--- src/hdl/wpm_pkg.sv ---
// Shared types and constants for the wildcard pattern matcher.
`timescale 1ns / 1ps

package wpm_pkg;

    localparam int PATTERN_MAX = 32;
    localparam int POS_W       = PATTERN_MAX + 1;
    localparam int CNT_W       = $clog2(PATTERN_MAX + 1);
    localparam int IDX_W       = (PATTERN_MAX > 1) ? $clog2(PATTERN_MAX) : 1;
    localparam int CLOS_LVLS   = $clog2(POS_W);

    localparam logic [7:0] STAR_BYTE = 8'h2A;
    localparam logic [7:0] ANY_BYTE  = 8'h3F;

    typedef enum logic [1:0] {
        OP_CLEAR  = 2'd0,
        OP_APPEND = 2'd1,
        OP_TEXT   = 2'd2,
        OP_END    = 2'd3
    } op_t;

    typedef struct packed {
        logic       fire;
        op_t        op;
        logic [7:0] data;
    } step_t;

    typedef struct packed {
        logic matched;
        logic overflow;
    } verdict_t;

endpackage

--- src/hdl/wpm_engine.sv ---
// Pattern store and bit-parallel position set with star closure.
`timescale 1ns / 1ps

module wpm_engine
    import wpm_pkg::*;
(
    input  logic     aclk,
    input  logic     aresetn,
    input  step_t    step,
    output verdict_t verdict
);

    logic [7:0]       pat_byte_reg [PATTERN_MAX];
    logic [CNT_W-1:0] count_reg, count_next;
    logic [POS_W-1:0] active_reg, active_next;
    logic             ovf_reg, ovf_next;

    logic [PATTERN_MAX-1:0] pos_valid;
    logic [PATTERN_MAX-1:0] pos_star;
    logic [PATTERN_MAX-1:0] pos_hit;
    logic [POS_W-1:0]       closed;
    logic [POS_W-1:0]       advanced;

    // Prefix OR along runs of stars: bit j is set if some set bit i <= j
    // is followed only by stars up to j. Log-depth, like a carry lookahead.
    function automatic logic [POS_W-1:0] star_closure(
        input logic [POS_W-1:0]       set,
        input logic [PATTERN_MAX-1:0] star
    );
        logic [POS_W-1:0] g, p, g_n, p_n;
        int               d;
        g = set;
        p = {star, 1'b0};
        for (int lvl = 0; lvl < CLOS_LVLS; lvl++) begin
            d   = 1 << lvl;
            g_n = g;
            p_n = p;
            for (int j = 0; j < POS_W; j++) begin
                if (j >= d) begin
                    g_n[j] = g[j] | (p[j] & g[j-d]);
                    p_n[j] = p[j] & p[j-d];
                end
            end
            g = g_n;
            p = p_n;
        end
        return g;
    endfunction

    always_comb begin
        for (int i = 0; i < PATTERN_MAX; i++) begin
            pos_valid[i] = (CNT_W'(i) < count_reg);
            pos_star[i]  = pos_valid[i] && (pat_byte_reg[i] == STAR_BYTE);
            pos_hit[i]   = pos_valid[i] && !pos_star[i] &&
                           ((pat_byte_reg[i] == ANY_BYTE) || (pat_byte_reg[i] == step.data));
        end
        closed   = star_closure(active_reg, pos_star);
        advanced = '0;
        for (int i = 0; i < PATTERN_MAX; i++) begin
            advanced[i]   = advanced[i] | (closed[i] & pos_star[i]);
            advanced[i+1] = closed[i] & pos_hit[i];
        end
    end

    assign verdict.matched  = (count_reg != '0) && !ovf_reg && closed[count_reg];
    assign verdict.overflow = ovf_reg;

    always_comb begin
        count_next  = count_reg;
        active_next = active_reg;
        ovf_next    = ovf_reg;
        if (step.fire) begin
            case (step.op)
                OP_CLEAR: begin
                    count_next  = '0;
                    ovf_next    = 1'b0;
                    active_next = POS_W'(1);
                end
                OP_APPEND: begin
                    if (count_reg < CNT_W'(PATTERN_MAX)) begin
                        count_next = count_reg + CNT_W'(1);
                    end else begin
                        ovf_next = 1'b1;
                    end
                    active_next = POS_W'(1);
                end
                OP_TEXT: begin
                    active_next = advanced;
                end
                OP_END: begin
                    active_next = POS_W'(1);
                end
                default: begin
                    active_next = active_reg;
                end
            endcase
        end
    end

    always_ff @(posedge aclk) begin
        if (!aresetn) begin
            count_reg  <= '0;
            active_reg <= POS_W'(1);
            ovf_reg    <= 1'b0;
        end else begin
            count_reg  <= count_next;
            active_reg <= active_next;
            ovf_reg    <= ovf_next;
        end
    end

    // Pattern bytes: written at the fill pointer, no reset needed.
    always_ff @(posedge aclk) begin
        if (step.fire && (step.op == OP_APPEND) &&
            (count_reg < CNT_W'(PATTERN_MAX))) begin
            pat_byte_reg[count_reg[IDX_W-1:0]] <= step.data;
        end
    end

endmodule

--- src/hdl/wildcard_pattern_matcher_unit.sv ---
// Top level of the glob wildcard pattern matcher.
`timescale 1ns / 1ps

// Glob matcher: '*' matches any run of bytes (also empty), '?' any one byte,
// any other pattern byte only itself. Whole-text match only.
//
// Input stream (s_): one transfer per command, kind in s_tuser:
//   clear pattern, append pattern byte, text byte, end of text.
//   s_tdata carries the pattern or text byte.
// Result stream (m_): one transfer per end-of-text command, carrying
//   matched and pattern_overflow. Other commands give no result.
// Pattern store holds 32 bytes; further appends set the overflow flag,
// which forces matched low until the next clear. Empty pattern never matches.
// Appending a byte or ending a text restarts text evaluation.
// Throughput: one command per cycle unless a result is stalled; the position
//   update (byte compare across all positions plus log-depth star closure) is combinational.
// Latency: the result is valid the cycle after the end-of-text transfer.
// Stall: the result sits in an output register; s_tready stays high while
//   that register is empty or is being drained, so input keeps flowing.
// Reset (aresetn low, synchronous): pattern empty, overflow clear,
//   no result pending.

module wildcard_pattern_matcher_unit
    import wpm_pkg::*;
(
    input  logic       aclk,
    input  logic       aresetn,
    input  logic       s_tvalid,
    output logic       s_tready,
    input  logic [7:0] s_tdata,   // [7:0] data_byte
    input  logic [1:0] s_tuser,   // [1:0] op
    output logic       m_tvalid,
    input  logic       m_tready,
    output logic [7:0] m_tdata    // [0] matched, [1] pattern_overflow, [7:2] zero
);

    step_t    step;
    verdict_t verdict;

    logic     m_tvalid_reg, m_tvalid_next;
    verdict_t result_reg;
    logic     s_accept;

    // Ready unless a result is stuck in the output register.
    assign s_tready = !m_tvalid_reg || m_tready;
    assign s_accept = s_tvalid && s_tready;

    assign step.fire = s_accept;
    assign step.op   = op_t'(s_tuser);
    assign step.data = s_tdata;

    wpm_engine u_engine (
        .aclk    (aclk),
        .aresetn (aresetn),
        .step    (step),
        .verdict (verdict)
    );

    always_comb begin
        m_tvalid_next = m_tvalid_reg;
        if (s_accept && (step.op == OP_END)) begin
            m_tvalid_next = 1'b1;
        end else if (m_tready) begin
            m_tvalid_next = 1'b0;
        end
    end

    always_ff @(posedge aclk) begin
        if (!aresetn) begin
            m_tvalid_reg <= 1'b0;
        end else begin
            m_tvalid_reg <= m_tvalid_next;
        end
    end

    // Verdict captured on the end-of-text transfer.
    always_ff @(posedge aclk) begin
        if (s_accept && (step.op == OP_END)) begin
            result_reg <= verdict;
        end
    end

    assign m_tvalid = m_tvalid_reg;
    assign m_tdata  = {6'd0, result_reg.overflow, result_reg.matched};

endmodule

--- config.mk ---
export PLATFORM = sky130hd
export DESIGN_NAME = wildcard_pattern_matcher_unit
export DESIGN_NICKNAME = d
export VERILOG_FILES = /design/src/hdl/wpm_pkg.sv /design/src/hdl/wpm_engine.sv /design/src/hdl/wildcard_pattern_matcher_unit.sv
export SDC_FILE = /design/constraint.sdc
export NUM_CORES = 1
export LEC_CHECK = 0
export BUFFER_PORTS_ARGS = -buffer_cell sky130_fd_sc_hd__buf_2
export CAP_MARGIN = 0
export CORE_UTILIZATION = 35
export CTS_CLUSTER_SIZE = 20
export DETAILED_ROUTE_END_ITERATION = 8
export PLACE_DENSITY_LB_ADDON = 0.15
export SYNTH_ARGS = -nofsm -noshare
export SYNTH_HDL_FRONTEND = slang
export SYNTH_HIERARCHICAL = 1
export SYNTH_SLANG_ARGS = --single-unit
--- constraint.sdc ---
create_clock -name aclk -period 11.9 [get_ports aclk]
set_clock_uncertainty 0.15 [all_clocks]
set_input_delay 0.595 -clock aclk [delete_from_list [all_inputs] [get_ports aclk]]
set_output_delay 0.595 -clock aclk [all_outputs]
set_load 0.05 [all_outputs]
==> impl_metrics.yaml <==
die:
  core_mm2: 0.0454
  start_util: 0.354
  chipHeight_um: 216
  io_pins: 24
  dieArea_mm2: 0.0468
  die_w_um: 216
  row_count: 78
timing:
  maxSlewViolCount: 0
  hold_viol_final: 0
  rsz0062_at_grt: "no"
  hold_ws_ps: 206
  slew_headroom: 0.264
  fmax_mhz: 197
  period_share: 0.427
  min_period_ps: 5080
  setup_tns_ps: 0
  worstMarginPinSlew_ps: 1100
  setup_viol: 0
placed_design:
  dp_hpwl_um: 28700
  place_inst: 2053
  gp_congestion: 0.874
  numPortBuffers: 17
route:
  finalWirelength_um: 42800
  postRouteAntennaNets: 0
  first_iter_violations: 691
  via_per_inst: 5.49
  firstDrtPassIters: 5
  routedWlPerCell_um: 20.2
  via_count: 11614
  drc_errors: 0
hold_path:
  holdPathStages: 3
  hp-class: "input port to register"
  worstHoldStart: "m_tready"
  hold_path_end: "m_tvalid"
cts:
  cts_repair_resize_count: 0
  clk_path_buf_depth: 3
  cts_made_buffers: 36
  clk_transition_reported_paths_ps: 60
  clock_latency_ps: 540
  root_buffer: "clkbuf_16"
  tritoncts: "built"
  holdBufCountCts: 0
  h-tree-depth: 2
  cts.sinks: 299
  cts_setup_buffers: 0
grt:
  global_route.usage.met3: 0.0303
  grtUsageMet1: 0.247
  grt.total_usage: 0.184
  grt_max_degree: 55
  grt_overflow: 0
  antenna_found_initial: 0
  grt_pass1_wl_um: 66500
  use_met2: 0.306
  grt_pass1_vias: 11563
  grt.busiest_layer: "met2"
power:
  intPower_uw: 1810
  p_seq_frac: 0.496
  switchingPower_uw: 495
  power_frac_comb: 0.051
  ir_drop_v: 0.0000951
  p_sw_frac: 0.215
  clkPwrFrac: 0.453
  power.leakage_uw: 0.00531
  power_density_mw_per_mm2: 129
layout:
  antenna_cells: 0
  fin_nets: 1510
  fillers: 4403
  largest_register_ffs: 256
  drive_gt1_frac: 0.0726
  syn_to_final_growth_pct: 11.3
  final_cells: 2116
yosys:
  synth_area_per_cell_um2: 10.8
  synth_edf_count: 258
  ys_types: 82
  synthArstFlopShare: 0
  ys_seq_elements: 299
  synth_top_flop_cell: "edfxtp_1"
  yosysWarnings: 6
  synth_area_mm2: 0.0161
  synth_cells: 1486
  ys_seq_area_frac: 0.533
setup_path:
  worst_setup_path_end_kind: "register"
  r2r-end: "m_tdata[0]"
  cp_max_fo: 15
  criticalPathCategory: "register to register"
  crit_path_start_kind: "register"
  rrSetupSlack_ps: 6820
  rr_startpoint: "u_engine/count_reg[0]"
  ff2ff_path_depth: 13
  arrival_ps: 5310
  cp.required_ps: 12130
run_status:
  outcome: "finished clean"
job:
  maxCapViolCount: 0
## power groups by stage
stage	Clock, uW	Combinational [uW]	Sequential, uW
6_report	1040	117	1140
5_1_grt	1110	129	1140
4_1_cts	1070	121	1140
3_5_place_dp	0	120	1160
3_3_place_gp	0	120	1160
2_1_floorplan	0	77.0	1160
## cells in the mapped netlist, types with 7 or more instances
cell type / number / area share
a21boi_0: 11 / 0.0051
a21o_1: 7 / 0.0033
a21oi_1: 69 / 0.021
a22oi_1: 16 / 0.0075
a31oi_1: 13 / 0.0051
and2_1: 17 / 0.0066
and3_1: 10 / 0.0039
buf_1: 18 / 0.0042
buf_4: 7 / 0.0033
clkbuf_1: 46 / 0.011
dfxtp_1: 41 / 0.051
edfxtp_1: 258 / 0.48
inv_1: 22 / 0.0051
nand2_1: 94 / 0.022
nand2b_1: 8 / 0.0031
nand3_1: 40 / 0.012
nand4_1: 60 / 0.023
nand4b_1: 7 / 0.0038
nor2_1: 125 / 0.029
nor2b_1: 18 / 0.0070
nor3_1: 46 / 0.014
nor4_1: 39 / 0.015
o211ai_1: 9 / 0.0042
o21ai_0: 57 / 0.018
o21ai_1: 7 / 0.0022
o22ai_1: 9 / 0.0035
o31ai_1: 12 / 0.0056
o41ai_1: 7 / 0.0038
or2_2: 11 / 0.0043
or3_1: 17 / 0.0066
or4_1: 14 / 0.0065
xnor2_1: 186 / 0.10
xor2_1: 73 / 0.040
## through the flow
stage / utilization / total power (uW) / setup slack (ps) / area (um2)
after floorplan: - / 1240 / 7920 / 16100
after detailed placement: 0.370 / 1280 / 6920 / 16800
after global routing: 0.394 / 2390 / 6390 / 17900
final: 0.394 / 2300 / 6820 / 17900
after CTS: 0.394 / 2340 / 6860 / 17900
after global placement: 0.370 / 1280 / 7050 / 16800
## how the worst max path moves through the flow
stage / slack, ps / depth (start not counted) / from / to
6_report: 6820 / 13 / u_engine/count_reg[0] / m_tdata[0]
5_1_grt: 6390 / 13 / u_engine/count_reg[0] / m_tdata[0]
4_1_cts: 6860 / 13 / u_engine/count_reg[0] / m_tdata[0]
3_5_place_dp: 6920 / 13 / u_engine/count_reg[0] / m_tdata[0]
3_3_place_gp: 7050 / 13 / u_engine/count_reg[0] / m_tdata[0]
2_1_floorplan: 7920 / 15 / u_engine/count_reg[1] / m_tdata[0]
## metal layers
layer / part of all wire / wire [um]
met2: 0.47 / 20200
met1: 0.47 / 20000
met4: 0.019 / 825
met5: 0 / 0
met3: 0.042 / 1790
## layout make-up
class	count	area, um2	share of cell area
Multi-Input combinational cell	1098	7150	0.400
Clock buffer	47	963	0.0538
Tap cell	600	751	0.0419
Clock inverter	16	150	0.00839
Timing Repair Buffer	33	225	0.0126
Sequential cell	299	8570	0.479
Inverter	23	86.3	0.00482
## cells in the final DEF, fill, tap and decap left out, types with 40 or more instances in the layout
master and n:
xor2_1 73, nand3_1 40, o21ai_0 57, nor2_1 125
dfxtp_1 41, nand2_1 94, nand4_1 60, nor3_1 46
xnor2_1 186, a21oi_1 69, edfxtp_1 258
## kinds of logic after synthesis
group,after synthesis,share of synthesized area
flops,299,0.533
compound gates,293,0.123
fa+ha+maj,5,0.00389
other cells,1,0.000233
buf+inv,94,0.0236
xor+xnor,259,0.141
simple gates,535,0.176
## worst max-delay path: stages, from the launching register on
cell,delay (ps)
dfxtp_1,730
inv_1,410
ha_1,410
nand2b_1,220
a21oi_1,140
or3_1,510
nor4_1,340
o2111ai_1,230
a21oi_1,350
a21oi_1,270
a311o_1,420
a311oi_1,320
o211ai_1,190
a211oi_2,230
(Power assumes the default switching activity.)
